File: config.mk
export PLATFORM = sky130hd
export DESIGN_NAME = ascii_byte_calculator
export DESIGN_NICKNAME = d
export VERILOG_FILES = /design/src/sv/abc_pkg.sv /design/src/sv/ascii_byte_calculator.sv /design/src/sv/abc_front.sv /design/src/sv/abc_fifo.sv /design/src/sv/abc_back.sv
export VERILOG_INCLUDE_DIRS = /design/src /design/src/sv
export SDC_FILE = /design/constraint.sdc
export NUM_CORES = 1
export LEC_CHECK = 0
export ABC_AREA = 1
export ABC_CLOCK_PERIOD_IN_PS = 9600
export BUFFER_PORTS_ARGS = -buffer_cell sky130_fd_sc_hd__buf_2
export CAP_MARGIN = 20
export CORE_MARGIN = 5
export CORE_UTILIZATION = 37
export DETAILED_ROUTE_END_ITERATION = 8
export SYNTH_ARGS = -nofsm -noshare
export SYNTH_HDL_FRONTEND = slang
export SYNTH_SLANG_ARGS = --single-unit
export TNS_END_PERCENT = 20
File: constraint.sdc
create_clock -name clk -period 9.6 [get_ports clk]
set_input_delay 1.92 -clock clk [delete_from_list [all_inputs] [get_ports clk]]
set_output_delay 1.92 -clock clk [all_outputs]
set_load 0.02 [all_outputs]
File: src/sv/ascii_byte_calculator_assert.svh
// Assertion helpers for the ASCII byte calculator.
// Both macros sample on the rising edge of clk and are switched off while rst_n is low.
`ifndef ASCII_BYTE_CALCULATOR_ASSERT_SVH
`define ASCII_BYTE_CALCULATOR_ASSERT_SVH
`ifndef SYNTHESIS
`define ABC_ASSERT_IMP(label, ante, cons, msg) \
    label: assert property (@(posedge clk) disable iff (!rst_n) (ante) |-> (cons)) \
        else $error(msg);
`define ABC_ASSERT_NXT(label, ante, cons, msg) \
    label: assert property (@(posedge clk) disable iff (!rst_n) (ante) |=> (cons)) \
        else $error(msg);
`else
`define ABC_ASSERT_IMP(label, ante, cons, msg)
`define ABC_ASSERT_NXT(label, ante, cons, msg)
`endif
`endif

File: src/sv/abc_pkg.sv
`timescale 1ns / 1ps
package abc_pkg;

    // Depth of the job queue between the parser and the execution unit.
    localparam int JOB_DEPTH_DEF = 2;

    // ASCII characters and digit offsets.
    localparam logic [7:0] CH_MINUS  = "-";
    localparam logic [7:0] CH_PLUS   = "+";
    localparam logic [7:0] CH_STAR   = "*";
    localparam logic [7:0] CH_SLASH  = "/";
    localparam logic [7:0] CH_0      = "0";
    localparam logic [7:0] CH_1      = "1";
    localparam logic [7:0] CH_9      = "9";
    localparam logic [7:0] CH_UP_A   = "A";
    localparam logic [7:0] CH_UP_F   = "F";
    localparam logic [7:0] CH_LO_A   = "a";
    localparam logic [7:0] CH_LO_F   = "f";
    localparam logic [7:0] CH_UP_B   = "B";
    localparam logic [7:0] CH_LO_B   = "b";
    localparam logic [7:0] CH_UP_H   = "H";
    localparam logic [7:0] CH_LO_H   = "h";
    localparam logic [7:0] DIG_OFS   = 8'd48;
    localparam logic [7:0] UPPER_OFS = 8'd55;
    localparam logic [7:0] LOWER_OFS = 8'd87;
    localparam logic [7:0] DEC_BASE  = 8'd10;

    typedef enum logic [1:0] {
        CMD_OPND_A = 2'd0,
        CMD_OPND_B = 2'd1,
        CMD_EXEC   = 2'd2,
        CMD_NOP    = 2'd3
    } cmd_t;

    typedef enum logic [1:0] {
        ST_OK    = 2'd0,
        ST_PARSE = 2'd1,
        ST_DIV0  = 2'd2,
        ST_BADOP = 2'd3
    } status_t;

    typedef enum logic [1:0] {
        RADIX_DEC = 2'd0,
        RADIX_BIN = 2'd1,
        RADIX_HEX = 2'd2
    } radix_t;

    typedef enum logic [1:0] {
        PH_SIGN   = 2'd0,
        PH_PREFIX = 2'd1,
        PH_DIGITS = 2'd2
    } phase_t;

    typedef enum logic [2:0] {
        OP_ADD = 3'd0,
        OP_SUB = 3'd1,
        OP_MUL = 3'd2,
        OP_DIV = 3'd3,
        OP_BAD = 3'd4
    } op_class_t;

    typedef enum logic [1:0] {
        BK_IDLE = 2'd0,
        BK_DIV  = 2'd1,
        BK_CONV = 2'd2,
        BK_EMIT = 2'd3
    } bk_state_t;

    typedef struct packed {
        logic [1:0] command;
        logic [7:0] text_in;
        logic [7:0] op_char;
    } in_item_t;

    typedef struct packed {
        logic [1:0]        status;
        logic signed [7:0] result_value;
        logic [7:0]        text_out;
        logic              last;
    } out_item_t;

    // One execute, classified and with both operand values resolved.
    typedef struct packed {
        op_class_t  op;
        logic       perr;
        logic [7:0] a;
        logic [7:0] b;
    } job_t;

    // Parser state of one operand.
    typedef struct packed {
        logic [7:0] accum;
        logic       negative;
        radix_t     radix;
        phase_t     phase;
        logic       bad;
    } opnd_t;

    localparam opnd_t OPND_RESET = '{
        accum:    8'd0,
        negative: 1'b0,
        radix:    RADIX_DEC,
        phase:    PH_SIGN,
        bad:      1'b0
    };

endpackage

File: src/sv/ascii_byte_calculator.sv
`timescale 1ns / 1ps
// Two-operand 8-bit calculator on ASCII text. Each request transaction carries
// one character of the first or second operand, or an execute with an operator
// character; operands may have a leading '-' and a b/B or h/H prefix, otherwise
// they are decimal. A character transaction goes straight into its operand's
// parser register. An execute is resolved by the parser into a job and queued
// (JOB_DEPTH jobs deep), so characters of the next calculation keep flowing
// while the execution unit works. Once the queue is full, full stays high and
// every request transaction waits, characters included. The execution unit
// takes the job, converts the result to decimal digits and sends one response
// transaction per character (one to four). A divide by zero or an unknown
// operator skips the conversion and gives a single status transaction. Division
// runs in the bit-serial restoring divider, one quotient bit per cycle. A ready
// result waits in the output register while the next one is prepared, so with
// pop held high the characters of one result leave back to back.
`include "ascii_byte_calculator_assert.svh"
module ascii_byte_calculator import abc_pkg::*; #(
    parameter int JOB_DEPTH = JOB_DEPTH_DEF
) (
    input  logic      clk,
    input  logic      rst_n,
    input  logic      push,
    output logic      full,
    input  in_item_t  request,
    output logic      empty,
    input  logic      pop,
    output out_item_t response
);

    // Parser to queue.
    logic job_push;
    logic job_full;
    job_t wr_job;

    // Queue to execution unit.
    logic job_pop;
    logic job_empty;
    job_t rd_job;

    // Response conditions used by the assertions at the end.
    logic err_rsp;
    logic blank_rsp;
    logic minus_rsp;

    // The front end tracks both operand parsers and resolves operands and the
    // operator class when an execute transaction arrives.
    abc_front u_front (
        .clk      (clk),
        .rst_n    (rst_n),
        .push     (push),
        .full     (full),
        .request  (request),
        .job_full (job_full),
        .job_push (job_push),
        .job      (wr_job)
    );

    // Short job queue so the parser and the execution unit stall independently.
    abc_fifo #(
        .DEPTH (JOB_DEPTH)
    ) u_fifo (
        .clk    (clk),
        .rst_n  (rst_n),
        .push   (job_push),
        .wr_job (wr_job),
        .full   (job_full),
        .pop    (job_pop),
        .rd_job (rd_job),
        .empty  (job_empty)
    );

    // The back end computes the result, formats it and streams the characters.
    abc_back u_back (
        .clk       (clk),
        .rst_n     (rst_n),
        .job       (rd_job),
        .job_empty (job_empty),
        .job_pop   (job_pop),
        .response  (response),
        .empty     (empty),
        .pop       (pop)
    );

    assign err_rsp   = !empty && (response.status == ST_DIV0 || response.status == ST_BADOP);
    assign blank_rsp = response.last && response.text_out == 8'd0
                       && response.result_value == 8'sd0;
    assign minus_rsp = !empty && response.text_out == CH_MINUS;

    // An error status is always a lone, blank final transaction.
    `ABC_ASSERT_IMP(a_err_single, err_rsp, blank_rsp, "error status not a lone blank transaction")

    // A minus sign is never the final character of a result.
    `ABC_ASSERT_IMP(a_minus_not_last, minus_rsp, !response.last, "minus sign marked as last")

    // The parser never pushes a job into a full queue.
    `ABC_ASSERT_IMP(a_no_push_full, job_push, !job_full, "job pushed into a full queue")

    // Characters of one result follow each other without a gap.
    `ABC_ASSERT_NXT(a_no_gap, pop && !empty && !response.last, !empty, "gap inside a result")

endmodule

File: src/sv/abc_front.sv
`timescale 1ns / 1ps
module abc_front import abc_pkg::*; (
    input  logic     clk,
    input  logic     rst_n,
    input  logic     push,
    output logic     full,
    input  in_item_t request,
    input  logic     job_full,
    output logic     job_push,
    output job_t     job
);

    opnd_t opnd_reg [2];
    opnd_t opnd_next [2];
    logic  accept;

    // Advance one operand's parser by one character.
    function automatic opnd_t feed(opnd_t s, logic [7:0] c);
        opnd_t      n;
        logic [3:0] d;
        logic       ok;
        logic       done;
        n    = s;
        d    = 4'd0;
        ok   = 1'b0;
        done = s.bad;
        if (!done && n.phase == PH_SIGN)
        begin
            n.phase = PH_PREFIX;
            if (c == CH_MINUS)
            begin
                n.negative = 1'b1;
                done       = 1'b1;
            end
        end
        if (!done && n.phase == PH_PREFIX)
        begin
            n.phase = PH_DIGITS;
            if (c == CH_LO_B || c == CH_UP_B)
            begin
                n.radix = RADIX_BIN;
                done    = 1'b1;
            end
            else if (c == CH_LO_H || c == CH_UP_H)
            begin
                n.radix = RADIX_HEX;
                done    = 1'b1;
            end
            else
            begin
                n.radix = RADIX_DEC;
            end
        end
        if (!done)
        begin
            unique case (n.radix)
                RADIX_BIN:
                begin
                    if (c == CH_0 || c == CH_1)
                    begin
                        d  = 4'(c - DIG_OFS);
                        ok = 1'b1;
                    end
                end
                RADIX_HEX:
                begin
                    if (c >= CH_0 && c <= CH_9)
                    begin
                        d  = 4'(c - DIG_OFS);
                        ok = 1'b1;
                    end
                    else if (c >= CH_UP_A && c <= CH_UP_F)
                    begin
                        d  = 4'(c - UPPER_OFS);
                        ok = 1'b1;
                    end
                    else if (c >= CH_LO_A && c <= CH_LO_F)
                    begin
                        d  = 4'(c - LOWER_OFS);
                        ok = 1'b1;
                    end
                end
                default:
                begin
                    if (c >= CH_0 && c <= CH_9)
                    begin
                        d  = 4'(c - DIG_OFS);
                        ok = 1'b1;
                    end
                end
            endcase
            if (!ok)
            begin
                n.bad = 1'b1;
            end
            else
            begin
                unique case (n.radix)
                    RADIX_BIN: n.accum = {s.accum[6:0], 1'b0} + {4'd0, d};
                    RADIX_HEX: n.accum = {s.accum[3:0], 4'd0} + {4'd0, d};
                    default:   n.accum = {s.accum[4:0], 3'd0} + {s.accum[6:0], 1'b0}
                                         + {4'd0, d};
                endcase
            end
        end
        return n;
    endfunction

    // A bad operand counts as one, without its sign.
    function automatic logic [7:0] opnd_value(opnd_t s);
        if (s.bad)
            return 8'd1;
        if (s.negative)
            return 8'd0 - s.accum;
        return s.accum;
    endfunction

    assign full   = job_full;
    assign accept = push && !full;

    always_comb
    begin
        opnd_next[0] = opnd_reg[0];
        opnd_next[1] = opnd_reg[1];
        job_push     = 1'b0;
        job.a        = opnd_value(opnd_reg[0]);
        job.b        = opnd_value(opnd_reg[1]);
        job.perr     = opnd_reg[0].bad || opnd_reg[1].bad;
        unique case (request.op_char)
            CH_PLUS:  job.op = OP_ADD;
            CH_MINUS: job.op = OP_SUB;
            CH_STAR:  job.op = OP_MUL;
            CH_SLASH: job.op = OP_DIV;
            default:  job.op = OP_BAD;
        endcase
        if (accept)
        begin
            unique case (request.command)
                CMD_OPND_A: opnd_next[0] = feed(opnd_reg[0], request.text_in);
                CMD_OPND_B: opnd_next[1] = feed(opnd_reg[1], request.text_in);
                CMD_EXEC:
                begin
                    job_push     = 1'b1;
                    opnd_next[0] = OPND_RESET;
                    opnd_next[1] = OPND_RESET;
                end
                default:
                begin
                end
            endcase
        end
    end

    always_ff @(posedge clk or negedge rst_n)
    begin
        if (!rst_n)
        begin
            opnd_reg[0] <= OPND_RESET;
            opnd_reg[1] <= OPND_RESET;
        end
        else
        begin
            opnd_reg[0] <= opnd_next[0];
            opnd_reg[1] <= opnd_next[1];
        end
    end

endmodule

File: src/sv/abc_fifo.sv
`timescale 1ns / 1ps
module abc_fifo import abc_pkg::*; #(
    parameter int DEPTH = JOB_DEPTH_DEF
) (
    input  logic clk,
    input  logic rst_n,
    input  logic push,
    input  job_t wr_job,
    output logic full,
    input  logic pop,
    output job_t rd_job,
    output logic empty
);

    localparam int PTR_W = $clog2(DEPTH);
    localparam int CNT_W = $clog2(DEPTH + 1);

    job_t             mem_reg [DEPTH];
    logic [PTR_W-1:0] wr_ptr_reg, wr_ptr_next;
    logic [PTR_W-1:0] rd_ptr_reg, rd_ptr_next;
    logic [CNT_W-1:0] count_reg, count_next;
    logic             do_push, do_pop;

    assign full    = (count_reg == CNT_W'(DEPTH));
    assign empty   = (count_reg == '0);
    assign do_push = push && !full;
    assign do_pop  = pop && !empty;
    assign rd_job  = mem_reg[rd_ptr_reg];

    always_comb
    begin
        wr_ptr_next = wr_ptr_reg;
        rd_ptr_next = rd_ptr_reg;
        count_next  = count_reg;
        if (do_push)
            wr_ptr_next = (wr_ptr_reg == PTR_W'(DEPTH - 1)) ? '0 : wr_ptr_reg + 1'b1;
        if (do_pop)
            rd_ptr_next = (rd_ptr_reg == PTR_W'(DEPTH - 1)) ? '0 : rd_ptr_reg + 1'b1;
        if (do_push && !do_pop)
            count_next = count_reg + 1'b1;
        else if (do_pop && !do_push)
            count_next = count_reg - 1'b1;
    end

    always_ff @(posedge clk or negedge rst_n)
    begin
        if (!rst_n)
        begin
            wr_ptr_reg <= '0;
            rd_ptr_reg <= '0;
            count_reg  <= '0;
        end
        else
        begin
            wr_ptr_reg <= wr_ptr_next;
            rd_ptr_reg <= rd_ptr_next;
            count_reg  <= count_next;
        end
    end

    always_ff @(posedge clk)
    begin
        if (do_push)
            mem_reg[wr_ptr_reg] <= wr_job;
    end

endmodule

File: src/sv/abc_back.sv
`timescale 1ns / 1ps
module abc_back import abc_pkg::*; (
    input  logic      clk,
    input  logic      rst_n,
    input  job_t      job,
    input  logic      job_empty,
    output logic      job_pop,
    output out_item_t response,
    output logic      empty,
    input  logic      pop
);

    bk_state_t  state_reg, state_next;
    logic [7:0] quo_reg, quo_next;
    logic [7:0] rem_reg, rem_next;
    logic [7:0] divisor_reg, divisor_next;
    logic       qneg_reg, qneg_next;
    logic [2:0] cnt_reg, cnt_next;
    logic [7:0] r_reg, r_next;
    status_t    status_reg, status_next;
    logic [7:0] char_reg [4];
    logic [7:0] char_next [4];
    logic [1:0] idx_reg, idx_next;
    logic [1:0] last_idx_reg, last_idx_next;
    out_item_t  out_reg, out_next;
    logic       out_valid_reg, out_valid_next;

    logic        out_free;
    logic [15:0] mul_full;
    logic [8:0]  div_trial;
    logic        div_bit;
    logic [7:0]  q_final;
    logic [7:0]  mag;
    logic        hund;
    logic [6:0]  rem_h;
    logic [14:0] tens_prod;
    logic [3:0]  tens;
    logic [6:0]  ones;
    logic [1:0]  pos;

    assign empty    = !out_valid_reg;
    assign response = out_reg;
    assign out_free = !out_valid_reg || pop;

    // Datapath pieces shared by the state machine below.
    assign mul_full  = 16'(job.a) * 16'(job.b);
    assign div_trial = {rem_reg, quo_reg[7]};
    assign div_bit   = (div_trial >= {1'b0, divisor_reg});
    assign q_final   = {quo_reg[6:0], div_bit};
    assign mag       = r_reg[7] ? 8'd0 - r_reg : r_reg;
    assign hund      = (mag >= 8'd100);
    assign rem_h     = hund ? 7'(mag - 8'd100) : mag[6:0];
    // Division by ten of a value below 100 through the reciprocal 205 / 2048.
    assign tens_prod = 15'(rem_h) * 15'd205;
    assign tens      = tens_prod[14:11];
    assign ones      = rem_h - ({3'd0, tens} << 3) - ({3'd0, tens} << 1);

    always_comb
    begin
        state_next     = state_reg;
        quo_next       = quo_reg;
        rem_next       = rem_reg;
        divisor_next   = divisor_reg;
        qneg_next      = qneg_reg;
        cnt_next       = cnt_reg;
        r_next         = r_reg;
        status_next    = status_reg;
        char_next      = char_reg;
        idx_next       = idx_reg;
        last_idx_next  = last_idx_reg;
        out_next       = out_reg;
        out_valid_next = out_valid_reg && !pop;
        job_pop        = 1'b0;
        pos            = 2'd0;

        unique case (state_reg)
            BK_IDLE:
            begin
                if (!job_empty)
                begin
                    job_pop     = 1'b1;
                    status_next = job.perr ? ST_PARSE : ST_OK;
                    idx_next    = 2'd0;
                    unique case (job.op)
                        OP_ADD:
                        begin
                            r_next     = job.a + job.b;
                            state_next = BK_CONV;
                        end
                        OP_SUB:
                        begin
                            r_next     = job.a - job.b;
                            state_next = BK_CONV;
                        end
                        OP_MUL:
                        begin
                            r_next     = mul_full[7:0];
                            state_next = BK_CONV;
                        end
                        OP_DIV:
                        begin
                            if (job.b == 8'd0)
                            begin
                                status_next   = ST_DIV0;
                                r_next        = 8'd0;
                                char_next[0]  = 8'd0;
                                last_idx_next = 2'd0;
                                state_next    = BK_EMIT;
                            end
                            else
                            begin
                                quo_next     = job.a[7] ? 8'd0 - job.a : job.a;
                                divisor_next = job.b[7] ? 8'd0 - job.b : job.b;
                                rem_next     = 8'd0;
                                qneg_next    = job.a[7] ^ job.b[7];
                                cnt_next     = 3'd0;
                                state_next   = BK_DIV;
                            end
                        end
                        default:
                        begin
                            status_next   = ST_BADOP;
                            r_next        = 8'd0;
                            char_next[0]  = 8'd0;
                            last_idx_next = 2'd0;
                            state_next    = BK_EMIT;
                        end
                    endcase
                end
            end
            BK_DIV:
            begin
                // One quotient bit per cycle, restoring form on magnitudes.
                rem_next = div_bit ? 8'(div_trial - {1'b0, divisor_reg}) : div_trial[7:0];
                quo_next = q_final;
                cnt_next = cnt_reg + 1'b1;
                if (cnt_reg == 3'd7)
                begin
                    r_next     = qneg_reg ? 8'd0 - q_final : q_final;
                    state_next = BK_CONV;
                end
            end
            BK_CONV:
            begin
                if (r_reg[7])
                begin
                    char_next[0] = CH_MINUS;
                    pos          = 2'd1;
                end
                if (hund)
                begin
                    char_next[pos]          = CH_1;
                    char_next[pos + 2'd1]   = DIG_OFS + {4'd0, tens};
                    char_next[pos + 2'd2]   = DIG_OFS + {1'b0, ones};
                    last_idx_next           = pos + 2'd2;
                end
                else if (tens != 4'd0)
                begin
                    char_next[pos]        = DIG_OFS + {4'd0, tens};
                    char_next[pos + 2'd1] = DIG_OFS + {1'b0, ones};
                    last_idx_next         = pos + 2'd1;
                end
                else
                begin
                    char_next[pos] = DIG_OFS + {1'b0, ones};
                    last_idx_next  = pos;
                end
                idx_next   = 2'd0;
                state_next = BK_EMIT;
            end
            BK_EMIT:
            begin
                if (out_free)
                begin
                    out_valid_next        = 1'b1;
                    out_next.status       = status_reg;
                    out_next.result_value = r_reg;
                    out_next.text_out     = char_reg[idx_reg];
                    out_next.last         = (idx_reg == last_idx_reg);
                    if (idx_reg == last_idx_reg)
                        state_next = BK_IDLE;
                    else
                        idx_next = idx_reg + 1'b1;
                end
            end
            default:
            begin
                state_next = BK_IDLE;
            end
        endcase
    end

    always_ff @(posedge clk or negedge rst_n)
    begin
        if (!rst_n)
        begin
            state_reg     <= BK_IDLE;
            out_valid_reg <= 1'b0;
            cnt_reg       <= 3'd0;
            idx_reg       <= 2'd0;
            last_idx_reg  <= 2'd0;
        end
        else
        begin
            state_reg     <= state_next;
            out_valid_reg <= out_valid_next;
            cnt_reg       <= cnt_next;
            idx_reg       <= idx_next;
            last_idx_reg  <= last_idx_next;
        end
    end

    always_ff @(posedge clk)
    begin
        quo_reg     <= quo_next;
        rem_reg     <= rem_next;
        divisor_reg <= divisor_next;
        qneg_reg    <= qneg_next;
        r_reg       <= r_next;
        status_reg  <= status_next;
        char_reg    <= char_next;
        out_reg     <= out_next;
    end

endmodule

# Yosys cells after proc, flatten, opt, wreduce, memory -nomap -nowiden
# Memory sizes are Yosys's and may differ from the RTL's.
# Cells that the tools add are included.
# classes
n_lt_le_gt_ge	15
shift	0
n_div	0
n_bitwise	10
n_reduce_logical	62
eq_ne	47
muxes	166
n_mul	2
addsub	33
# ops
op	n
8-bit two-way mux	33
32-bit bitwise mux	5
8-bit one-hot mux with 2 select lines	7
4-bit two-way mux	17
32-bit two-way mux	2
8-bit by 6-bit equality test with 1-bit output, second input constant	7
14-bit one-hot mux with 2 select lines	2
1-bit two-way mux	54
8-bit by 4-bit adder with 8-bit output	6
8-bit demux with 2-bit select	3
2-bit two-way mux	24
4-bit AND reduction	12
1-bit by 8-bit subtractor with 8-bit output, first input constant	6
8-bit by 7-bit equality test with 1-bit output, second input constant	4
8-bit one-hot mux with 4 select lines	1
8-bit adder	3
8-bit by 7-bit >= comparator with 1-bit output, second input constant	3
20-bit AND	1
20-bit NOT	1
2-bit by 1-bit inequality test with 1-bit output, second input constant	9
2-bit inequality test, second input constant	9
8-bit binary-select mux with 2-bit select	1
8-bit by 7-bit <= comparator with 1-bit output, second input constant	2
1-bit logical AND	16
50 further kinds	107
# totals
ram_bits	40
latchBits	0
regBits	128
rom_bits	0
n_memories	1
wordCells	369
# memory_table
memory	words	word_bits	read_ports	rd_ports_with_merged_regs	wr	line	source
u_fifo.mem_reg	2	20	1	0	1	abc_fifo.sv:18	job_t mem_reg [DEPTH];

# Longest topological paths before layout
# depth
depth_word	20
depth_mapped	50
mapped_depth_nobuf	49

# Cells and area by module
# A second synthesis with hierarchy kept.
# unflattened
cells_unflattened	1666
area_unflattened_um2	13324.0
# modules_own_cells
module	area_per_inst_um2	instances	cells_each
abc_back	8174.1	1	1000
abc_front	3462.1	1	530
abc_fifo	1687.9	1	136

# Worst setup path after synthesis
# Ideal clock, no wire load.
# synth_timing
path_kind	reg2reg
start	reg u_back.r_reg[0]
end	reg u_back.char_reg[13] (netlist name), data pin
period_less_slack_ns	7.760
arrival_ns	7.504
t_required_ns	9.344
n_path_buf	1
path_stages_with_launch	39
setup_time_ns	0.256
setup_slack_ns	1.840
cell_sequence	edfxtp_1 > inv_1 > ha_1 > or2_2 > o21ai_0 > ha_1 > nand2_1 > nand4_1 > nand3_4 > nand2_4 > buf_8 > inv_4 > or2_2 > o21ai_0 > inv_1 > ha_1 > ha_1 > fa_1 > [3 not listed] > ha_1 > a21oi_1 > or2_1 > a21boi_0 > a2111oi_1 > nand2_1 > nand2_4 > nand2_2 > inv_2 > fa_1 > ha_1 > a21oi_1 > nand3_1 > and2_1 > ha_1 > inv_1 > o211ai_1 > inv_1
# synth_between
elab_chain_cells	11
word_cells_on_any_way	18
# synth_lines
item	line	source
start, declared	abc_back.sv:19	logic [7:0] r_reg, r_next;
start signal, assigned	abc_back.sv:219	r_reg <= r_next;
1-bit by 8-bit subtractor with 8-bit output	abc_back.sv:50	assign mag = r_reg[7] ? 8'd0 - r_reg : r_reg;
8-bit two-way mux (*)	abc_back.sv:50	
7-bit subtractor / 8-bit by 7-bit >= comparator with 1-bit output (equally long branches)	abc_back.sv:52, abc_back.sv:51	
7-bit two-way mux	abc_back.sv:52	assign rem_h = hund ? 7'(mag - 8'd100) : mag[6:0];
7-bit by 8-bit multiplier with 15-bit output	abc_back.sv:54	assign tens_prod = 15'(rem_h) * 15'd205;
7-bit subtractor	abc_back.sv:56	assign ones = rem_h - ({3'd0, tens} << 3) - ({3'd0, tens} << 1);
7-bit by 5-bit subtractor with 7-bit output	abc_back.sv:56	
6-bit by 7-bit adder with 8-bit output	abc_back.sv:154, abc_back.sv:160, abc_back.sv:165	
32-bit bitwise mux (on tied branches)	abc_back.sv:165, abc_back.sv:160	
32-bit two-way mux	abc_back.sv:157	else if (tens != 4'd0)
32-bit two-way mux (*)	abc_back.sv:150	if (hund)
end signal, assigned	abc_back.sv:221	char_reg <= char_next;
end, declared	abc_back.sv:21	logic [7:0] char_reg [4];
# Mark *: on every way between the ends. The rest lies on a longest branch, timed or not.
# A chain may end at the register's enable or synchronous reset.

# Worst setup path in the final report
# Ends and elaborated chain as after synthesis.

==> flow_metrics.env <==
export IMPL_status="complete, no violations"
export IMPL_cts_root_buf="clkbuf_16"
export IMPL_slew_limit_headroom=0.402
export IMPL_synth_area_sq_um=12900
export IMPL_grt_ovfl_total=0
export IMPL_syn_inst=1541
export IMPL_fin_hold_ws_ns=0.440
export IMPL_worst_pin_slew_ns=0.897
export IMPL_htree_levels=4
export IMPL_rsz0062_at_grt="no"
export IMPL_start_util=0.374
export IMPL_final_area_sq_um=14300
export IMPL_layout_drive_gt1_share=0.0956
export IMPL_worst_skew_pair_late_latency_ns=0.43
export IMPL_cts_setup_buffers=0
export IMPL_die_area_sq_um=38800
export IMPL_synthToLayoutAreaGrowth_pct=10.3
export IMPL_antenna_cells=0
export IMPL_clockBufferDepth=2
export IMPL_crit_path_end_kind="flop"
export IMPL_grt_max_degree=43
export IMPL_nNetsFinal=1762
export IMPL_antenna_found_initial=0
export IMPL_cts_num_sinks=168
export IMPL_synth_edf_count=126
export IMPL_die_h_um=197
export IMPL_synth_area_leader_cell="edfxtp_1"
export IMPL_antenna_left=0
export IMPL_drt_iter0_drc=709
export IMPL_rrSetupSlack_ns=0.86
export IMPL_routed_wl_um=31100
export IMPL_routed_via_density=5.07
export IMPL_synthTopCellsByArea="edfxtp_1 (29%), ha_1 (12%), dfrtp_1 (8.1%)"
export IMPL_ys_types=70
export IMPL_crit_family="adder cells"
export IMPL_setup_tns_ns=0
export IMPL_cap_violations=0
export IMPL_critPathLaunchType="flop"
export IMPL_cpMostUsedCell="ha_1"
export IMPL_clk_pin_slew_ns=0.07
export IMPL_firstDrtPassIters=5
export IMPL_grt_pass1_vias=10500
export IMPL_cp_arrival_ns=8.93
export IMPL_largest_register_ffs=40
export IMPL_slowest_delay_ns=0.65
export IMPL_yosysSeqAreaShare=0.374
export IMPL_synthArstFlopShare=0.250
export IMPL_rows=68
export IMPL_post_dp_cell_area_sq_um=13700
export IMPL_final_common_cell="inv_1"
export IMPL_core_area_sq_um=34500
export IMPL_num_vias=10400
export IMPL_cp_max_fo=13
export IMPL_numCtsBuffers=17
export IMPL_crit_type="flop to flop"
export IMPL_fin_worst_skew_ns=0.0132
export IMPL_avgSynthCellArea_sq_um=8.39
export IMPL_wl_per_cell_um=15.1
export IMPL_holdBufCountCts=0
export IMPL_layout_common_cells="inv_1 (249), nand2_1 (244), nor2_1 (160)"
export IMPL_grt_pass1_wl_um=52300
export IMPL_place_gp_congestion=0.920
export IMPL_setup_viol=0
export IMPL_cp_num_buf_inv=8
export IMPL_synth_nets=1714
export IMPL_fmax_mhz=114
export IMPL_cp_required_ns=9.79
export IMPL_slowest_stage="a2111oi_1"
export IMPL_nFillCells=3459
export IMPL_ys_flop_type="edfxtp_1"
export IMPL_hold_viol_final=0
export IMPL_period_minus_slack_ns=8.74
export IMPL_synth_top_area_frac=0.293
export IMPL_cts_resized_gates=0
export IMPL_io_buffers=42
export IMPL_synth_seq_cells=168
export IMPL_drcViolationCount=0
export IMPL_worstHoldPathType="flop to flop"
export IMPL_ys_warn_count=0
export IMPL_dpl_hpwl_um=24200
export IMPL_dieWidth_um=197
export IMPL_num_io_pins=43
export IMPL_maxSlewViolCount=0
export IMPL_min_period_over_period=0.911
export IMPL_cts_tree="yes"
export IMPL_grt_total_usage=0.163
per-stage QoR:
step / util / worst slack, ns / std cells
2_1_floorplan: - / 1.84 / 1541
3_3_place_gp: 0.395 / 1.17 / 2022
3_5_place_dp: 0.395 / 0.902 / 2022
4_1_cts: 0.412 / 0.890 / 2053
5_1_grt: 0.413 / 0.179 / 2056
6_report: 0.413 / 0.856 / 2056
final cells by class:
| class | count | area (sq um) | area share |
|---|---|---|---|
| clock buffer | 20 | 437 | 0.0306 |
| sequential | 168 | 4830 | 0.339 |
| inverter | 264 | 996 | 0.0699 |
| multi-input combinational | 1087 | 7000 | 0.491 |
| tap | 455 | 569 | 0.0399 |
| timing repair buffer | 51 | 298 | 0.0209 |
| clock inverter | 11 | 125 | 0.00878 |
final timing paths:
kind | startpoint | endpoint | depth (start not counted)
worst max-delay path | u_back.r_reg[0]$_DFFE_PP_ | u_back.char_reg[13]$_DFFE_PP_ | 37
worst min-delay path | u_back.status_reg[1]$_SDFFCE_PP1P_ | u_back.response[18]$_DFFE_PP_ | 0
worst max register to register | u_back.r_reg[0]$_DFFE_PP_ | u_back.char_reg[13]$_DFFE_PP_ | 37
worst min register to register | u_back.status_reg[1]$_SDFFCE_PP1P_ | u_back.response[18]$_DFFE_PP_ | 0
max in group asynchronous | rst_n | u_back.last_idx_reg[1]$_DFFE_PN0P_ | 2
min in group asynchronous | rst_n | u_front.opnd_reg[6]$_DFFE_PN0P_ | 1
worst register-to-register path: cells and delay by family (launching register included):
kind                     cells  cell delay (ns)
adder cells (fa/ha/maj)     10             3.42
AO/OA/AOI/OAI                7             1.70
buffers and inverters        8             1.03
AND/OR/NAND/NOR             12             1.84
flip-flops                   1             0.51
kinds of logic (layout without fill, tap and decap cells):
group	Yosys count	count (layout)	share of synthesized area
buf+inv	286	346	0.0853
compound gates	331	331	0.147
flops	168	168	0.374
simple gates	554	554	0.194
fa+ha+maj	151	151	0.164
mux	1	1	0.000774
xor+xnor	50	50	0.0345
cell usage after synthesis, drive strengths merged, types with 11 or more instances:
master and instances:
dfrtp 42, clkbuf 16, xnor2 18, nor2 164, inv 259, a21oi 82, or2 26, edfxtp 126
o21ai 157, nor3 29, xor2 32, nand2 257, nand4 11, o211ai 12, fa 30, o22ai 31
ha 121, nand3 53
routing by layer:
metal,GRT usage,part of all wire,up-vias
met1,0.213,0.46,4889
met4,0.0372,0.011,0
met3,0.0285,0.042,30
met2,0.284,0.49,238
met5,0,0,-
li1,-,-,5273
Power is not shown: default switching activity piles up to over one toggle a cycle in this logic, so the estimate is an artifact.
